`src/rtl/tcm_pkg.sv`:
```
// Shared types and constants of the transport-stream continuity monitor.
`default_nettype none

package tcm_pkg;

   localparam int unsigned PID_W    = 13;
   localparam int unsigned PIDS     = 8192;
   localparam int unsigned MAX_SLOTS = 4;
   localparam int unsigned TOTAL_W  = 32;

   localparam logic [7:0] SYNC_VALUE    = 8'h47;
   localparam logic [4:0] PID_HI_MASK   = 5'h1f;

   typedef enum logic [2:0] {
      EV_IGNORED       = 3'd0,
      EV_SYNC_LOSS     = 3'd1,
      EV_DISCONTINUITY = 3'd2,
      EV_NO_PAYLOAD    = 3'd3,
      EV_FIRST         = 3'd4,
      EV_IN_ORDER      = 3'd5,
      EV_DUPLICATE     = 3'd6,
      EV_DROP          = 3'd7
   } ev_code_type;

   typedef struct packed {
      logic [1:0] stream_slot;
      logic [7:0] sync_byte;
      logic [7:0] header_byte1;
      logic [7:0] header_byte2;
      logic [7:0] header_byte3;
      logic [7:0] adapt_length;
      logic [7:0] adapt_flags;
   } req_beat_type;

   typedef struct packed {
      ev_code_type          event_res;
      logic [3:0]           lost_packets;
      logic [TOTAL_W-1:0]   packet_total;
      logic [TOTAL_W-1:0]   drop_total;
      logic [TOTAL_W-1:0]   duplicate_total;
      logic [TOTAL_W-1:0]   tei_total;
      logic [TOTAL_W-1:0]   discontinuity_total;
      logic [TOTAL_W-1:0]   sync_loss_total;
   } rsp_beat_type;

   // controller -> datapath
   typedef struct packed {
      logic load;
      logic read;
      logic update;
      logic clear_step;
   } cmd_type;

   // datapath -> controller
   typedef struct packed {
      logic clear_last;
      logic out_free;
   } status_type;

endpackage

`default_nettype wire

```
`src/rtl/tcm_dpath.sv`:
```
// Header decode, classification, saturating counter update and result register.
`default_nettype none

module tcm_dpath import tcm_pkg::*; #(
   parameter int unsigned STREAMS      = 4,
   parameter int unsigned COUNTER_BITS = 32,
   parameter int unsigned SLOTS        = 4,
   parameter int unsigned ADDR_W       = 15,
   parameter int unsigned ENTRY_W      = 165
) (
   input  wire                 clock,
   input  wire                 reset,
   input  cmd_type             cmd,
   output status_type          status,
   input  req_beat_type        req_beat,
   output rsp_beat_type        rsp_beat,
   output logic                rsp_valid,
   input  wire                 rsp_ready,
   output logic                ram_we,
   output logic [ADDR_W-1:0]   ram_wr_addr,
   output logic [ENTRY_W-1:0]  ram_wr_data,
   output logic                ram_rd_en,
   output logic [ADDR_W-1:0]   ram_rd_addr,
   input  wire [ENTRY_W-1:0]   ram_rd_data
);

   localparam int unsigned CB      = COUNTER_BITS;
   localparam int unsigned SLOT_W  = (SLOTS > 1) ? $clog2(SLOTS) : 1;
   localparam int unsigned ENTRIES = SLOTS * PIDS;

   function automatic logic [CB-1:0] sat_add(input logic [CB-1:0] a, input logic [3:0] b);
      logic [CB:0] s;
      s = {1'b0, a} + {{(CB-3){1'b0}}, b};
      return s[CB] ? {CB{1'b1}} : s[CB-1:0];
   endfunction

   // clamp a counter to the 32-bit report width
   function automatic logic [TOTAL_W-1:0] show(input logic [CB-1:0] v);
      logic [CB+TOTAL_W-1:0] ext;
      ext = {{TOTAL_W{1'b0}}, v};
      return (|ext[CB+TOTAL_W-1:TOTAL_W]) ? {TOTAL_W{1'b1}} : ext[TOTAL_W-1:0];
   endfunction

   req_beat_type      in_ff;
   rsp_beat_type      rsp_ff, rsp_in;
   logic              rsp_valid_ff, rsp_valid_in;
   logic [ADDR_W-1:0] clr_addr_ff;
   logic [CB-1:0]     sync_ff [SLOTS];

   logic [PID_W-1:0]  pid;
   logic [PID_W+1:0]  addr_full;
   logic [ADDR_W-1:0] addr;
   logic [SLOT_W-1:0] sidx;
   logic              slot_ok;
   logic [1:0]        afc;
   logic [3:0]        cc, last, expect_cc, lost;
   logic              tei, has_af, has_pl, disc, seen;
   logic [CB-1:0]     e_pkt, e_drop, e_dup, e_tei, e_disc;
   logic [CB-1:0]     n_pkt, n_drop, n_dup, n_tei, n_disc;
   logic [4:0]        e_lcs, n_lcs;
   logic [CB-1:0]     sync_cur, sync_new;
   logic              sync_we, entry_we;
   ev_code_type       ev;

   always_comb begin
      pid       = {in_ff.header_byte1[4:0] & PID_HI_MASK, in_ff.header_byte2};
      addr_full = {in_ff.stream_slot, pid};
      addr      = addr_full[ADDR_W-1:0];
      sidx      = in_ff.stream_slot[SLOT_W-1:0];
      slot_ok   = 32'(in_ff.stream_slot) < STREAMS;
      sync_cur  = sync_ff[sidx];
      sync_new  = sat_add(sync_cur, 4'd1);

      afc    = in_ff.header_byte3[5:4];
      cc     = in_ff.header_byte3[3:0];
      tei    = in_ff.header_byte1[7];
      has_af = afc[1];
      has_pl = afc[0];
      disc   = has_af && (in_ff.adapt_length != 8'd0) && in_ff.adapt_flags[7];

      {e_pkt, e_drop, e_dup, e_tei, e_disc, e_lcs} = ram_rd_data;
      last      = e_lcs[3:0];
      seen      = e_lcs[4];
      expect_cc = last + 4'd1;

      n_pkt    = e_pkt;
      n_drop   = e_drop;
      n_dup    = e_dup;
      n_tei    = e_tei;
      n_disc   = e_disc;
      n_lcs    = e_lcs;
      lost     = 4'd0;
      ev       = EV_IGNORED;
      sync_we  = 1'b0;
      entry_we = 1'b0;

      if (slot_ok && (in_ff.sync_byte == SYNC_VALUE) && (afc != 2'd0)) begin
         entry_we = 1'b1;
         n_pkt    = sat_add(e_pkt, 4'd1);
         if (tei) begin
            n_tei = sat_add(e_tei, 4'd1);
         end
         if (disc) begin
            n_disc = sat_add(e_disc, 4'd1);
            n_lcs  = {1'b0, last};
            ev     = EV_DISCONTINUITY;
         end else if (!has_pl) begin
            ev = EV_NO_PAYLOAD;
         end else if (!seen) begin
            n_lcs = {1'b1, cc};
            ev    = EV_FIRST;
         end else if (cc == expect_cc) begin
            n_lcs = {1'b1, cc};
            ev    = EV_IN_ORDER;
         end else if (cc == last) begin
            n_dup = sat_add(e_dup, 4'd1);
            ev    = EV_DUPLICATE;
         end else begin
            lost   = cc - expect_cc;
            n_drop = sat_add(e_drop, lost);
            n_lcs  = {1'b1, cc};
            ev     = EV_DROP;
         end
      end

      rsp_in = '0;
      if (slot_ok) begin
         if (in_ff.sync_byte != SYNC_VALUE) begin
            sync_we                = 1'b1;
            rsp_in.event_res       = EV_SYNC_LOSS;
            rsp_in.sync_loss_total = show(sync_new);
         end else begin
            rsp_in.event_res           = ev;
            rsp_in.lost_packets        = lost;
            rsp_in.packet_total        = show(n_pkt);
            rsp_in.drop_total          = show(n_drop);
            rsp_in.duplicate_total     = show(n_dup);
            rsp_in.tei_total           = show(n_tei);
            rsp_in.discontinuity_total = show(n_disc);
            rsp_in.sync_loss_total     = show(sync_cur);
         end
      end

      if (cmd.update) begin
         rsp_valid_in = 1'b1;
      end else if (rsp_ready) begin
         rsp_valid_in = 1'b0;
      end else begin
         rsp_valid_in = rsp_valid_ff;
      end
   end

   assign ram_rd_en   = cmd.read;
   assign ram_rd_addr = addr;
   assign ram_we      = cmd.clear_step | (cmd.update & entry_we);
   assign ram_wr_addr = cmd.clear_step ? clr_addr_ff : addr;
   assign ram_wr_data = cmd.clear_step ? '0 : {n_pkt, n_drop, n_dup, n_tei, n_disc, n_lcs};

   assign status.clear_last = (clr_addr_ff == ADDR_W'(ENTRIES - 1));
   assign status.out_free   = !rsp_valid_ff || rsp_ready;

   always_ff @(posedge clock) begin
      if (reset) begin
         rsp_valid_ff <= 1'b0;
         clr_addr_ff  <= '0;
         for (int i = 0; i < SLOTS; i++) begin
            sync_ff[i] <= '0;
         end
      end else begin
         rsp_valid_ff <= rsp_valid_in;
         if (cmd.clear_step) begin
            clr_addr_ff <= clr_addr_ff + ADDR_W'(1);
         end
         if (cmd.update && sync_we) begin
            sync_ff[sidx] <= sync_new;
         end
      end
   end

   always_ff @(posedge clock) begin
      if (cmd.load) begin
         in_ff <= req_beat;
      end
      if (cmd.update) begin
         rsp_ff <= rsp_in;
      end
   end

   assign rsp_beat  = rsp_ff;
   assign rsp_valid = rsp_valid_ff;

endmodule

`default_nettype wire

```
`config.mk`:
```
export PLATFORM = sky130hd
export DESIGN_NAME = tcm_dpath
export DESIGN_NICKNAME = d
export VERILOG_FILES = /design/src/rtl/tcm_pkg.sv /design/src/rtl/tcm_dpath.sv
export SDC_FILE = /design/constraint.sdc
export NUM_CORES = 1
export LEC_CHECK = 0
export ABC_AREA = 1
export ABC_CLOCK_PERIOD_IN_PS = 8600
export BUFFER_PORTS_ARGS = -buffer_cell sky130_fd_sc_hd__buf_2
export CAP_MARGIN = 40
export CORE_ASPECT_RATIO = 1.2
export CORE_MARGIN = 4
export CORE_UTILIZATION = 35
export CTS_CLUSTER_DIAMETER = 60
export DETAILED_ROUTE_END_ITERATION = 10
export GPL_TIMING_DRIVEN = 0
export PLACE_DENSITY_LB_ADDON = 0.15
export SLEW_MARGIN = 20
export SYNTH_ARGS = -nofsm -noshare
export SYNTH_HDL_FRONTEND = slang
export SYNTH_SLANG_ARGS = --single-unit
```
`constraint.sdc`:
```
create_clock -name clock -period 8.6 [get_ports clock]
set_input_delay 0 -clock clock [delete_from_list [all_inputs] [get_ports clock]]
set_output_delay 0 -clock clock [all_outputs]
set_load 0.005 [all_outputs]
```
==> impl_results.md <==
- Via Count: 25,700
- Std-Cell Rows: 105
- Filler Cells Inserted: 6,984
- FF-to-FF Start: cc[2]
- Vias in the first global route: 25,500
- Die Wd: 248 um
- Commonest non-fill, non-tap cell in the layout: nand2_1
- Seq/Total Area, Yosys: 46.9%
- Skew-Pair Late Insertion Delay: 0.61 ns
- Peak supply drop: 0.156 mV
- Area Overhead vs Synth: 33.0%
- Post-Syn Area per Cell: 7.43 um2
- RSZ-0062 raised after global routing: false
- Fin worst setup slack: 4.01 ns
- CP required: 8.60 ns
- Final Slew Violations: 0
- Min cycle time layout: 4.59 ns
- Critical path startpoint category: flip-flop
- IO Pins: 621
- Area leader, netlist: edfxtp_1
- Synth top area share: 45.4%
- Synth Instances: 3,259
- H-tree levels: 2
- CP max FO: 4
- Register share of total power: 42.3%
- Power Density: 160 nW/um2
- Worst Clk Skew: 0.0197 ns
- Iteration-0 DRC Markers: 1,991
- Max Cap Viol: 0
- Sw frac: 29.0%
- Ys flop type: edfxtp_1
- FF-to-FF path depth: 17
- Clk pwr share: 39.7%
- Final total power: 5.14 mW
- Headroom to the max-slew limit: 39.1%
- Clock root buffer: clkbuf_16
- Pin count of the biggest net entering global routing: 84
- First-pass GRT wire length: 163 mm
- Yosys reg bits: 384
- Antenna viol nets, final: 0
- Tcrit/Tclk final: 53.3%
- Die height: 296 um
- Die ar.: 73,500 um2
- Max Clk Rate: 218 MHz
- Initial Utilization: 35.4%
- Post-synth EDFFs: 366
- Final WL: 113 mm
- Hold WC Path Type: input pin to flip-flop
- Commonest non-fill, non-tap cells in the layout: nand2_1 (976), buf_2 (641), nor2_1 (521), inv_1 (402), edfxtp_1 (366)
- Wire per inst: 22.2 um
- Switching power: 1.49 mW
- Unique masters post-synth: 52
- Critical Path AT: 4.59 ns
- Setup-failing EPs final: 0
- Worst-Margin Slew: 0.913 ns
- Synth warn: 0
- Ys async rst share: 0%
- CTS Buf Count: 47
- Placer Congestion: 0.989
- Setup CP Type: flip-flop to output port
- LEAKAGE: 15.8 nW
- CP startpoint: cc[2]
- Clock Path Buffers: 3
- Reg area: 11,400 um2
- CORE AREA: 68,400 um2
- Pre-antenna DRT Iters: 6
- R2R Setup Slk: 4.56 ns
- Fin nets: 4,366
- End of the worst register-to-register path: rsp_beat[146]
- CP endpoint: ram_wr_data[119]
- Gr usage total: 29.8%
- Post-DP HPWL: 91.5 mm
- Pre-CTS WS: 4.29 ns
- CTS tree: built
- Clk pin slew, worst setup/hold paths: 0.06 ns
- Hold Fails Final Rpt: 0
- Post-Syn Area: 24,200 um2
- Hold_ws: 0.0321 ns
- Comb power frac: 18.0%
- Largest cells by area after synthesis: edfxtp_1 (45%), nand2_1 (15%), nor2_1 (8.1%)
- Clk sinks: 384
- GRT Residual Overflow: 0
- Area of the multi-input gates: 10,600 um2
- Initial antenna violation count: 22
- Drt via density: 5.04
- Layout cells sized above 1: 20.9%
- Internal: 3.65 mW
- DRC: 0
- Net Count, Synth: 3,497
- Finished Core Util: 47.0%
- Status: finished, final reports clean
- I/O Buffers: 608
- Setup Fix Bufs, Post-CTS: 0
- CP endpoint kind: output port
[repair_timing]
action,4_1_cts,5_1_grt
hold buffers,190,0
resized for setup,0,0
endpoints found under the hold margin,282,0
[Yosys cell counts (14+ instances only)]
master / number
nand2_1: 979
nor3_1: 73
nand3_1: 232
edfxtp_1: 366
clkbuf_1: 56
inv_2: 16
o21ai_0: 114
nand3_2: 17
nand3b_1: 23
nand2_2: 24
nand4_1: 71
dfxtp_1: 18
a21oi_1: 96
inv_1: 402
or2_2: 21
xor2_1: 39
buf_4: 21
ha_1: 14
buf_2: 29
nor2_1: 521
xnor2_1: 14
[cell families after synthesis]
| group | count (synthesis) | share of synthesized area, % |
|---|---|---|
| and+or+nand+nor | 2009 | 35.5 |
| buffers and inverters | 550 | 9.40 |
| xor gates and xnor gates | 53 | 1.92 |
| adders and majority gates | 16 | 0.889 |
| AOI/OAI and AO/OA | 247 | 5.39 |
| DFF | 384 | 46.9 |
[critical path, cell delays in order (launching register included)]
cell and delay (ns):
edfxtp_1 0.44, ha_1 0.37, a21oi_1 0.14, o21ai_0 0.11
xnor2_1 0.25, inv_1 0.07, ha_1 0.35, nand2_1 0.06
o21ai_0 0.54, nand3_1 0.25, inv_1 0.21, nand3_1 0.16
nor2_1 0.27, nand2_1 0.08, nand2_1 0.06, nand3_1 0.21
nand2_1 0.22, inv_1 0.05, buf_2 0.12
[state kept, by name, summed over array words and instances (netlist names), named ones only]
signal / count
ram_rd_addr: 13
cc: 4
sidx: 2
rsp_beat: 199
afc: 2
in_ff: 18
clr_addr_ff: 15
rsp_valid: 1
sync_ff: 128
[power by group through the flow]
stage / Combinational, mW / Sequential (mW) / Clock [mW]
after floorplan: 0.416 / 2.22 / 0
after global placement: 0.826 / 2.22 / 0
after detailed placement: 0.839 / 2.21 / 0
after CTS: 0.921 / 2.17 / 2.08
after global routing: 1.01 / 2.18 / 2.14
final: 0.925 / 2.17 / 2.04
[metrics by stage]
stage | cells | instance area, um2 | setup TNS (ns)
CTS | 5075 | 32200 | 0
global route | 5079 | 32200 | 0
global placement | 4776 | 28400 | -127.04
finish | 5089 | 32200 | 0
floorplan | 3259 | 24200 | 0
detailed placement | 4797 | 28700 | 0
[final cells by class]
cell class / count / area share [%]
Antenna cell: 13 / 0.101
Clock inverter: 21 / 0.781
Clock buffer: 67 / 4.10
Inverter: 423 / 4.95
Tap cell: 909 / 3.53
Timing Repair Buffer: 820 / 16.2
Sequential cell: 384 / 35.3
Multi-Input combinational cell: 2325 / 32.9
Buffer: 127 / 2.12
[layer usage]
layer / vias to the layer above / global-route usage [%] / share of wire [%]
li1: 12300 / - / -
met1: 12200 / 34.4 / 38
met2: 967 / 52.7 / 50
met3: 235 / 7.54 / 8.1
met4: 16 / 12.3 / 4.6
met5: - / 0 / 0.085
[worst min-delay path by stage]
stage | startpoint | end | slack [ns] | cells after the start
after floorplan | cmd[2] | ram_rd_en | 0.08 | 1
after global placement | cmd[2] | ram_rd_en | 0.17 | 2
after detailed placement | cmd[2] | ram_rd_en | 0.17 | 2
after global routing | ram_rd_data[70] | rsp_beat[97] | 0.04 | 3
final | ram_rd_data[70] | rsp_beat[97] | 0.03 | 3
after CTS | ram_rd_data[26] | rsp_beat[53] | 0.005 | 5
No activity file was read; power rests on OpenSTA's default activity.
