<file path="config.mk">
export PLATFORM = sky130hd
export DESIGN_NAME = tcm_ctrl
export DESIGN_NICKNAME = d
export VERILOG_FILES = /design/src/rtl/tcm_pkg.sv /design/src/rtl/tcm_ctrl.sv
export SDC_FILE = /design/constraint.sdc
export NUM_CORES = 1
export LEC_CHECK = 0
export BUFFER_PORTS_ARGS = -buffer_cell sky130_fd_sc_hd__clkbuf_2
export CORE_AREA = 3 3 40 42
export CTS_CLUSTER_SIZE = 16
export DETAILED_ROUTE_END_ITERATION = 8
export DIE_AREA = 0 0 43 45
export GPL_ROUTABILITY_DRIVEN = 0
export PLACE_DENSITY_LB_ADDON = 0.12
export SYNTH_ARGS = -nofsm -noshare
export SYNTH_HDL_FRONTEND = slang
export SYNTH_SLANG_ARGS = --single-unit
</file>
<file path="constraint.sdc">
create_clock -name clock -period 1 [get_ports clock]
set_input_delay 0.1 -clock clock [delete_from_list [all_inputs] [get_ports clock]]
set_output_delay 0.1 -clock clock [all_outputs]
set_load 0.005 [all_outputs]
</file>
<file path="src/rtl/tcm_pkg.sv">
// Shared types and constants of the transport-stream continuity monitor.
`default_nettype none

package tcm_pkg;

   localparam int unsigned PID_W    = 13;
   localparam int unsigned PIDS     = 8192;
   localparam int unsigned MAX_SLOTS = 4;
   localparam int unsigned TOTAL_W  = 32;

   localparam logic [7:0] SYNC_VALUE    = 8'h47;
   localparam logic [4:0] PID_HI_MASK   = 5'h1f;

   typedef enum logic [2:0] {
      EV_IGNORED       = 3'd0,
      EV_SYNC_LOSS     = 3'd1,
      EV_DISCONTINUITY = 3'd2,
      EV_NO_PAYLOAD    = 3'd3,
      EV_FIRST         = 3'd4,
      EV_IN_ORDER      = 3'd5,
      EV_DUPLICATE     = 3'd6,
      EV_DROP          = 3'd7
   } ev_code_type;

   typedef struct packed {
      logic [1:0] stream_slot;
      logic [7:0] sync_byte;
      logic [7:0] header_byte1;
      logic [7:0] header_byte2;
      logic [7:0] header_byte3;
      logic [7:0] adapt_length;
      logic [7:0] adapt_flags;
   } req_beat_type;

   typedef struct packed {
      ev_code_type          event_res;
      logic [3:0]           lost_packets;
      logic [TOTAL_W-1:0]   packet_total;
      logic [TOTAL_W-1:0]   drop_total;
      logic [TOTAL_W-1:0]   duplicate_total;
      logic [TOTAL_W-1:0]   tei_total;
      logic [TOTAL_W-1:0]   discontinuity_total;
      logic [TOTAL_W-1:0]   sync_loss_total;
   } rsp_beat_type;

   // controller -> datapath
   typedef struct packed {
      logic load;
      logic read;
      logic update;
      logic clear_step;
   } cmd_type;

   // datapath -> controller
   typedef struct packed {
      logic clear_last;
      logic out_free;
   } status_type;

endpackage

`default_nettype wire

</file>
<file path="src/rtl/tcm_ctrl.sv">
// Sequencer: clearing pass, accept, table read, update and write-back.
`default_nettype none

module tcm_ctrl import tcm_pkg::*; (
   input  wire        clock,
   input  wire        reset,
   input  wire        req_valid,
   input  status_type status,
   output logic       req_ready,
   output cmd_type    cmd
);

   typedef enum logic [2:0] {
      S_CLEAR,
      S_IDLE,
      S_READ,
      S_UPDATE
   } state_type;

   state_type state_ff, state_in;
   logic      ready_ff;

   always_comb begin
      state_in = state_ff;
      cmd      = '0;
      case (state_ff)
         S_CLEAR: begin
            cmd.clear_step = 1'b1;
            if (status.clear_last) begin
               state_in = S_IDLE;
            end
         end
         S_IDLE: begin
            if (req_valid && ready_ff) begin
               cmd.load = 1'b1;
               state_in = S_READ;
            end
         end
         S_READ: begin
            cmd.read = 1'b1;
            state_in = S_UPDATE;
         end
         S_UPDATE: begin
            // hold until the result register can take the beat
            if (status.out_free) begin
               cmd.update = 1'b1;
               state_in   = S_IDLE;
            end
         end
         default: begin
            state_in = S_CLEAR;
         end
      endcase
   end

   always_ff @(posedge clock) begin
      if (reset) begin
         state_ff <= S_CLEAR;
         ready_ff <= 1'b0;
      end else begin
         state_ff <= state_in;
         ready_ff <= (state_in == S_IDLE);
      end
   end

   assign req_ready = ready_ff;

endmodule

`default_nettype wire

</file>
==> results of run 1 <==
[power by group through the flow]
stage	Sequential (mW)	Combinational [mW]	Clock [mW]
4_1_cts	0.173	0.0353	0.210
3_3_place_gp	0.175	0.0350	0
6_report	0.171	0.0348	0.199
5_1_grt	0.171	0.0389	0.220
3_5_place_dp	0.175	0.0345	0
2_1_floorplan	0.175	0.0151	0
[cell usage in the layout, fill, tap and decap left out]
cell | netlist | layout
and3_4 | 1 | 1
clkbuf_2 | 0 | 7
buf_4 | 0 | 2
nor3b_2 | 1 | 1
nor3_1 | 1 | 1
mux2i_1 | 1 | 1
dfxtp_2 | 0 | 2
nand3_1 | 1 | 1
and2_1 | 1 | 1
clkbuf_4 | 0 | 3
buf_2 | 0 | 2
nand2_1 | 1 | 1
conb_1 | 1 | 1
dfxtp_4 | 0 | 1
nand2b_1 | 1 | 1
nor3_2 | 1 | 1
nor2_1 | 5 | 5
o31ai_2 | 1 | 1
o21a_1 | 1 | 1
dfxtp_1 | 4 | 1
[state kept, by name, summed over array words and instances (netlist names)]
register / count
req_ready: 1
state_ff: 3
[layout make-up]
cell class	instances	area, sq um
Clock buffer	3	22.5
Timing Repair Buffer	11	60.1
Tap cell	15	18.8
Multi-Input combinational cell	17	113
Sequential cell	4	86.3
Fill cell	154	985
[timing repair]
action / CTS / global route
setup buffers: 1 / 0
hold buffers: 0 / 0
gates resized for setup: 3 / 3
endpoints found under the setup margin: 4 / 5
pin swaps: 0 / 2
[worst max path at each step]
| stage | from | end |
|---|---|---|
| after floorplan | state_ff[0] | req_ready |
| after global placement | state_ff[1] | state_ff[1] |
| after detailed placement | state_ff[0] | cmd[3] |
| after CTS | state_ff[0] | cmd[3] |
| after global routing | state_ff[0] | cmd[3] |
| final | state_ff[0] | cmd[3] |
[synthesized netlist by cell type]
| library cell | count | area, sq um |
|---|---|---|
| nor3_1 | 1 | 5.00 |
| o31ai_2 | 1 | 12.5 |
| and2_1 | 1 | 6.26 |
| nand3_1 | 1 | 5.00 |
| buf_12 | 1 | 20.0 |
| nor3b_2 | 1 | 12.5 |
| and3_4 | 1 | 11.3 |
| conb_1 | 1 | 3.75 |
| o21a_1 | 1 | 7.51 |
| mux2i_1 | 1 | 10.0 |
| nand2_1 | 1 | 3.75 |
| nand2b_1 | 1 | 6.26 |
| dfxtp_1 | 4 | 80.1 |
| nor2_1 | 5 | 18.8 |
| nor3_2 | 1 | 10.0 |
[logic make-up after synthesis]
logic type | Yosys count | share of synthesized area [%]
other | 1 | 1.76
muxes | 1 | 4.71
buffers and inverters | 1 | 9.41
AOI/OAI and AO/OA | 2 | 9.41
and+or+nand+nor | 13 | 37.1
DFF | 4 | 37.6
[per-layer routing]
metal	vias up	wire (microns)
met5	-	0
met4	0	0
met3	0	51
met2	7	202
met1	74	172
li1	98	-
[stage by stage]
| stage | hold WS (ns) | std cells | total power [mW] | instance area [sq um] | setup TNS (ns) |
|---|---|---|---|---|---|
| after floorplan | 0.171 | 22 | 0.191 | 213 | 0 |
| after global placement | 0.291 | 46 | 0.210 | 264 | 0 |
| after detailed placement | 0.292 | 46 | 0.210 | 264 | 0 |
| after CTS | 0.0341 | 50 | 0.419 | 298 | -0.314 |
| after global routing | 0.0494 | 50 | 0.431 | 300 | -0.471 |
| final | 0.0398 | 50 | 0.405 | 300 | -0.253 |
[worst register-to-register path, cell delays in order (launching register included)]
cell and delay (ns):
dfxtp_1 0.30, and3_4 0.16, buf_4 0.14, o31ai_2 0.21, and2_1 0.15
==> results.sh, run 1 <==
export IMPL_status="finished, violations left"
export IMPL_violations="negative setup slack"
export IMPL_min_from="reset"
export IMPL_required_ns=0.90
export IMPL_post_route_period_util_pct=113
export IMPL_viasPerCell=3.58
export IMPL_cts_inserted_buffers=3
export IMPL_dp_hpwl_microns=334
export IMPL_setup_viol=5
export IMPL_cts_root_buffer="clkbuf_4"
export IMPL_reg2reg_setup_slack_ns=-0.01
export IMPL_vias=179
export IMPL_drive_gt1_share_pct=60.0
export IMPL_endpoint_kind="primary output"
export IMPL_arrival_ns=1.03
export IMPL_r2r_end="req_ready"
export IMPL_grt_overflow=0
export IMPL_drt_iter0_markers=3
export IMPL_startpoint_type="register"
export IMPL_hold_depth=2
export IMPL_syn_num_nets=27
export IMPL_ys_seq_elements=4
export IMPL_power_per_cell_area_nw_per_um2=1350
export IMPL_ant_nets=0
export IMPL_ys_warn_count=0
export IMPL_crit_chain="and3_4, nor3b_2, clkbuf_2"
export IMPL_p_switching_mw=0.0860
export IMPL_io_buffers=9
export IMPL_cts_tree="built"
export IMPL_seqPwrFrac_pct=42.2
export IMPL_cp_num_buf_inv=1
export IMPL_drv_cap=0
export IMPL_cpPeakStageDelay_ns=0.33
export IMPL_path_class="reg2out"
export IMPL_grt_max_degree=8
export IMPL_max_freq_mhz=889
export IMPL_clkPwrFrac_pct=49.2
export IMPL_hold_path_end="state_ff[1]"
export IMPL_syn_area_sq_um=213
export IMPL_path_max_fanout=3
export IMPL_worst_slack_ns=-0.125
export IMPL_die_h_microns=45
export IMPL_core_sq_um=1280
export IMPL_swShare_pct=21.2
export IMPL_die_w_microns=43
export IMPL_pin_count=10
export IMPL_final_nets=42
export IMPL_gr_usage_met3_pct=2.79
export IMPL_grt_pass1_vias=162
export IMPL_n_antenna_cell=0
export IMPL_utilization_pct=23.4
export IMPL_path_clk_slew_ns=0.04
export IMPL_peakVddDrop_mv=0.302
export IMPL_grt_busiest_layer="met4"
export IMPL_clkLatencyLatePin_ns=0.23
export IMPL_grt_use_met2_pct=6.59
export IMPL_rows=13
export IMPL_drv_slew=0
export IMPL_antenna_found_initial=0
export IMPL_skew_ns=0.00199
export IMPL_ctsHtreeMaxLevel=1
export IMPL_rsz0062_at_grt="yes"
export IMPL_avgSynthCellArea_sq_um=9.67
export IMPL_ys_seq_area_share_pct=37.6
export IMPL_wl_microns=426
export IMPL_first_pass_iters=2
export IMPL_ys_types=15
export IMPL_cp_depth=3
export IMPL_postSynthCellCount=22
export IMPL_finalHoldViolCount=0
export IMPL_cts_path_max_buffers=2
export IMPL_place_ws_ns=0.0657
export IMPL_start_util_pct=16.6
export IMPL_wl_per_cell_microns=8.52
export IMPL_pwr_share_comb_pct=8.6
export IMPL_r2r_cells=4
export IMPL_dieArea_sq_um=1940
export IMPL_power_static_leakage_nw=0.136
export IMPL_rr_startpoint="req_ready"
export IMPL_grt_pass1_wl_microns=655
export IMPL_track_usage_pct=5.25
export IMPL_internal_power_mw=0.319
export IMPL_crit_family="flip-flops"
export IMPL_cts_sinks=4
export IMPL_grtUsageMet1_pct=5.30
export IMPL_min_period_ns=1.13
export IMPL_remaining_drc_errors=0
export IMPL_crit_slowest_cell="dfxtp_2"
export IMPL_hp_class="in2reg"
export IMPL_synthToLayoutAreaGrowth_pct=41.2
Power figures use the tool's default switching activity.
==> run 2: changes to the inputs <==
==> config.mk (replaced) <==
export PLATFORM = sky130hd
export DESIGN_NAME = tcm_ctrl
export DESIGN_NICKNAME = d
export VERILOG_FILES = /design/src/rtl/tcm_pkg.sv /design/src/rtl/tcm_ctrl.sv
export SDC_FILE = /design/constraint.sdc
export NUM_CORES = 1
export LEC_CHECK = 0
export BUFFER_PORTS_ARGS = -buffer_cell sky130_fd_sc_hd__buf_2
export CORE_AREA = 3 3 40 42
export CTS_CLUSTER_SIZE = 16
export DETAILED_ROUTE_END_ITERATION = 8
export DIE_AREA = 0 0 43 45
export GPL_ROUTABILITY_DRIVEN = 0
export RECOVER_POWER = 100
export SYNTH_ARGS = -nofsm -noshare
export SYNTH_HDL_FRONTEND = slang
export SYNTH_SLANG_ARGS = --single-unit
==> run 2 against run 1 <==
Net effect:
- the run still ends with negative setup slack left
- via count is 9.5% higher
- maximum frequency is 1.2% higher
- clock power is 3% lower
- sequential share of layout area is 3.5 points lower
- sequential power hardly changed
- setup slack better by 0.014 ns
- utilization is 2.4 points higher
- clock skew hardly changed
- worst hold slack better by 0.0059 ns
- critical path type unchanged
- largest cell class unchanged
==> results.sh, run 2 (synthesis gave the netlist of run 1 again) <==
export IMPL_status="finished, violations left"
export IMPL_violations="negative setup slack"
export IMPL_vias=196
export IMPL_pin_count=10
export IMPL_drv_cap=0
export IMPL_dieArea_sq_um=1940
export IMPL_ant_nets=0
export IMPL_largest_reg_flops=3
export IMPL_synthToLayoutAreaGrowth_pct=55.9
export IMPL_top_layer="met3"
export IMPL_io_buffers=9
export IMPL_min_period_ns=1.11
export IMPL_core_sq_um=1280
export IMPL_remaining_drc_errors=0
export IMPL_place_ws_ns=0.0397
export IMPL_n_antenna_cell=0
export IMPL_post_route_period_util_pct=111
export IMPL_grt_pass1_vias=213
export IMPL_power_per_cell_area_nw_per_um2=1240
export IMPL_fin_area_sq_um=332
export IMPL_crit_chain="and3_4, nor3b_2, buf_2"
export IMPL_largest_register="state_ff"
export IMPL_wl_microns=440
export IMPL_cpPeakStageDelay_ns=0.34
export IMPL_clkLatencyLatePin_ns=0.23
export IMPL_die_w_microns=43
export IMPL_wl_per_cell_microns=8.46
export IMPL_power_static_leakage_nw=0.152
export IMPL_place_area_sq_um=264
export IMPL_peakVddDrop_mv=0.345
export IMPL_die_h_microns=45
export IMPL_start_util_pct=16.6
export IMPL_antenna_found_initial=0
export IMPL_fillers=144
export IMPL_wl_met1_microns=175
export IMPL_met3_length_microns=30
export IMPL_grt_pass1_wl_microns=696
export IMPL_first_pass_iters=2
export IMPL_cts_inserted_buffers=3
export IMPL_setup_viol=6
export IMPL_grt_overflow=0
export IMPL_required_ns=0.90
export IMPL_drive_gt1_share_pct=73.0
export IMPL_arrival_ns=1.01
export IMPL_rsz0062_at_grt="yes"
export IMPL_cts_hold_buffers=0
export IMPL_drt_iter0_markers=1
export IMPL_r2r_cells=6
export IMPL_cts_sinks=4
export IMPL_wl_met2_microns=235
export IMPL_skew_ns=0.00244
export IMPL_drv_slew=0
export IMPL_multi_input_area_sq_um=128
export IMPL_startpoint_type="register"
export IMPL_endpoint_kind="primary output"
export IMPL_track_usage_pct=5.41
export IMPL_rows=13
export IMPL_cts_root_buffer="clkbuf_4"
export IMPL_max_freq_mhz=900
export IMPL_regArea_sq_um=83.8
export IMPL_final_cell_mix="buf_2, nor2_1, clkbuf_4, buf_4, dfxtp_2"
export IMPL_cts_path_max_buffers=2
export IMPL_dp_hpwl_microns=320
export IMPL_hp_class="in2reg"
export IMPL_final_nets=44
export IMPL_path_max_fanout=4
export IMPL_finalHoldViolCount=0
export IMPL_viasPerCell=3.77
export IMPL_worst_slack_ns=-0.111
export IMPL_grt_max_degree=8
export IMPL_path_class="reg2out"
export IMPL_cts_tree="built"
export IMPL_hold_depth=2
export IMPL_total_power_mw=0.411
export IMPL_ctsHtreeMaxLevel=1
export IMPL_crit_slowest_cell="dfxtp_2"
export IMPL_path_clk_slew_ns=0.04
export IMPL_layout_commonest_cell="buf_2"
[run 2: cell types whose count changed in the layout (fill, tap and decap cells not counted), sizes merged]
cell,previous run,this run
buf,4,13
clkbuf,10,3
[run 2: per-stage QoR]
| stage | TNS, ns | cells | util, % | hold slack (ns) |
|---|---|---|---|---|
| 6_report | -0.327 | 52 | 25.8 | 0.0457 |
| 2_1_floorplan | 0 | 22 | - | 0.171 |
| 5_1_grt | -0.666 | 52 | 25.8 | 0.0346 |
| 3_5_place_dp | 0 | 46 | 20.5 | 0.289 |
| 3_3_place_gp | 0 | 46 | 20.5 | 0.285 |
| 4_1_cts | -0.455 | 52 | 25.4 | 0.0373 |
[run 2: cell type report]
| type | instances | area share (%) |
|---|---|---|
| clock buffers | 3 | 6.79 |
| multi-input cells | 17 | 38.5 |
| flip-flops and latches | 4 | 25.3 |
| repair buffers | 13 | 23.8 |
| well taps | 15 | 5.66 |
[run 2: path summary, 6_finish.rpt]
| kind | from | to | slack, ns |
|---|---|---|---|
| min reg2reg | state_ff[2] | state_ff[1] | 0.46 |
| max | state_ff[0] | cmd[3] | -0.11 |
| min | reset | state_ff[1] | 0.05 |
| max reg2reg | state_ff[0] | state_ff[1] | -0.04 |
[run 2: per-layer routing]
metal / vias to the layer above / global-route usage [%]
li1: 104 / -
met1: 87 / 4.09
met2: 5 / 8.68
met3: 0 / 2.79
met4: 0 / 7.23
met5: - / 0
[run 2: repair_timing]
item	4_1_cts	5_1_grt
gates resized for setup	6	2
pin swaps	3	2
setup endpoints to repair	4	6
endpoints found under the hold margin	0	0
gates cloned	0	0
buffers inserted	3	0
[run 2: critical path, delay by kind of cell (launching register included)]
kind	cells	cell delay, ns
buffers and inverters	1	0.13
AND/OR/NAND/NOR	2	0.31
flip-flops	1	0.34
[run 2: where the power goes]
group          switching [mW]  leakage (nW)  internal, mW
clock                  0.0598        0.0138         0.134
combinational          0.0172         0.104        0.0261
sequential            0.00642        0.0339         0.168
total                  0.0834         0.152         0.328
==> run 3: changes to the inputs <==
==> constraint.sdc (replaced) <==
create_clock -name clock -period 1.3 [get_ports clock]
set_input_delay 0.13 -clock clock [delete_from_list [all_inputs] [get_ports clock]]
set_output_delay 0.13 -clock clock [all_outputs]
set_load 0.005 [all_outputs]
==> run 3 against run 2 <==
Net effect:
- the flow now finishes without violations
- sequential share of layout area increased by 5.0 points
- highest routed layer unchanged
- non-clock buffer count decreased by 4
- count of clock-buffer cells in the layout unchanged
- total power decreased by 26%
==> results.sh, run 3 (synthesis gave the netlist of run 1 again) <==
export IMPL_status="finished clean"
export IMPL_die_h_microns=45
export IMPL_largest_reg_flops=3
export IMPL_io_buffers=9
export IMPL_clkLatencyLatePin_ns=0.23
export IMPL_ctsHtreeMaxLevel=1
export IMPL_synthToLayoutAreaGrowth_pct=28.2
export IMPL_startpoint_type="register"
export IMPL_first_pass_iters=2
export IMPL_dieArea_sq_um=1940
export IMPL_endpoint_kind="primary output"
export IMPL_min_period_ns=1.19
export IMPL_cts_hold_buffers=0
export IMPL_core_sq_um=1280
export IMPL_grt_overflow=0
export IMPL_n_antenna_cell=0
export IMPL_final_cells=48
export IMPL_dpl_cell_count=45
export IMPL_rsz0062_at_grt="no"
export IMPL_pin_count=10
export IMPL_skew_ns=0.00103
export IMPL_final_nets=40
export IMPL_remaining_drc_errors=0
export IMPL_vias=180
export IMPL_peakVddDrop_mv=0.359
export IMPL_arrival_ns=1.06
export IMPL_rows=13
export IMPL_cts_sinks=4
export IMPL_power_per_cell_area_nw_per_um2=1120
export IMPL_hp_class="in2reg"
export IMPL_grt_max_degree=8
export IMPL_antenna_found_initial=0
export IMPL_drive_gt1_share_pct=42.4
export IMPL_regArea_sq_um=82.6
export IMPL_fillers=149
export IMPL_wl_per_cell_microns=8.29
export IMPL_start_util_pct=16.6
export IMPL_setup_viol=0
export IMPL_grt_pass1_vias=174
export IMPL_grt_pass1_wl_microns=690
export IMPL_multi_input_area_sq_um=108
export IMPL_max_freq_mhz=840
export IMPL_track_usage_pct=5.33
export IMPL_cts_path_max_buffers=2
export IMPL_required_ns=1.17
export IMPL_viasPerCell=3.75
export IMPL_power_static_leakage_nw=0.111
export IMPL_cts_inserted_buffers=3
export IMPL_holdWs_ns=0.0733
export IMPL_drv_slew=0
export IMPL_cts_tree="built"
export IMPL_path_max_fanout=6
export IMPL_drv_cap=0
export IMPL_cts_root_buffer="clkbuf_4"
export IMPL_path_class="reg2out"
export IMPL_ant_nets=0
export IMPL_final_cell_mix="nor2_1, buf_2, clkbuf_4, clkbuf_1"
export IMPL_post_route_period_util_pct=91.6
export IMPL_setup_tns_ns=0
export IMPL_reg2reg_setup_slack_ns=0.38
export IMPL_path_clk_slew_ns=0.04
export IMPL_finalHoldViolCount=0
export IMPL_largest_register="state_ff"
export IMPL_wl_microns=398
export IMPL_die_w_microns=43
export IMPL_dp_hpwl_microns=334
export IMPL_drt_iter0_markers=1
-- run 3: cell type report --
cell class | count | area share, %
Tap cell | 15 | 6.88
Timing Repair Buffer | 9 | 15.1
Clock buffer | 3 | 8.26
Multi-Input combinational cell | 17 | 39.4
Sequential cell | 4 | 30.3
-- run 3: what timing repair did --
action | in CTS | in global routing
gates resized for setup | 0 | 2
setup endpoints to repair | 0 | 2
endpoints found under the hold margin | 0 | 0
setup buffers | 0 | 0
-- run 3: report_power, final --
part / internal, mW / total, mW / leakage, nW / switching [mW]
registers: 0.129 / 0.134 / 0.0338 / 0.00536
clock network: 0.103 / 0.150 / 0.0138 / 0.0471
logic: 0.0118 / 0.0215 / 0.0634 / 0.00972
-- run 3: stage by stage --
stage | power, mW | setup WS [ns] | area (sq um) | utilization [%]
CTS | 0.318 | 0.0150 | 279 | 21.7
floorplan | 0.147 | 0.412 | 213 | -
global route | 0.329 | 0.0224 | 273 | 21.2
global placement | 0.160 | 0.300 | 256 | 20.0
finish | 0.306 | 0.109 | 273 | 21.2
detailed placement | 0.160 | 0.271 | 256 | 20.0
-- run 3: worst max-delay path: stages (launching register included) --
cell,delay [ns]
dfxtp_2,0.36
and3_4,0.20
nor3b_2,0.14
clkbuf_1,0.13
-- run 3: worst paths after layout --
check,start,endpoint,depth (start not counted)
setup / recovery,state_ff[0],cmd[3],3
hold reg to reg,state_ff[2],state_ff[1],1
hold / removal,reset,state_ff[1],2
setup reg to reg,state_ff[0],req_ready,3
-- run 3: layer usage --
layer  wire [microns]  vias to the layer above  GRT usage, %
met2              186                        5          7.19
met5                0                        -             0
met1              170                       80          4.82
li1                 -                       95             -
met4                0                        0          5.42
met3               40                        0          4.38
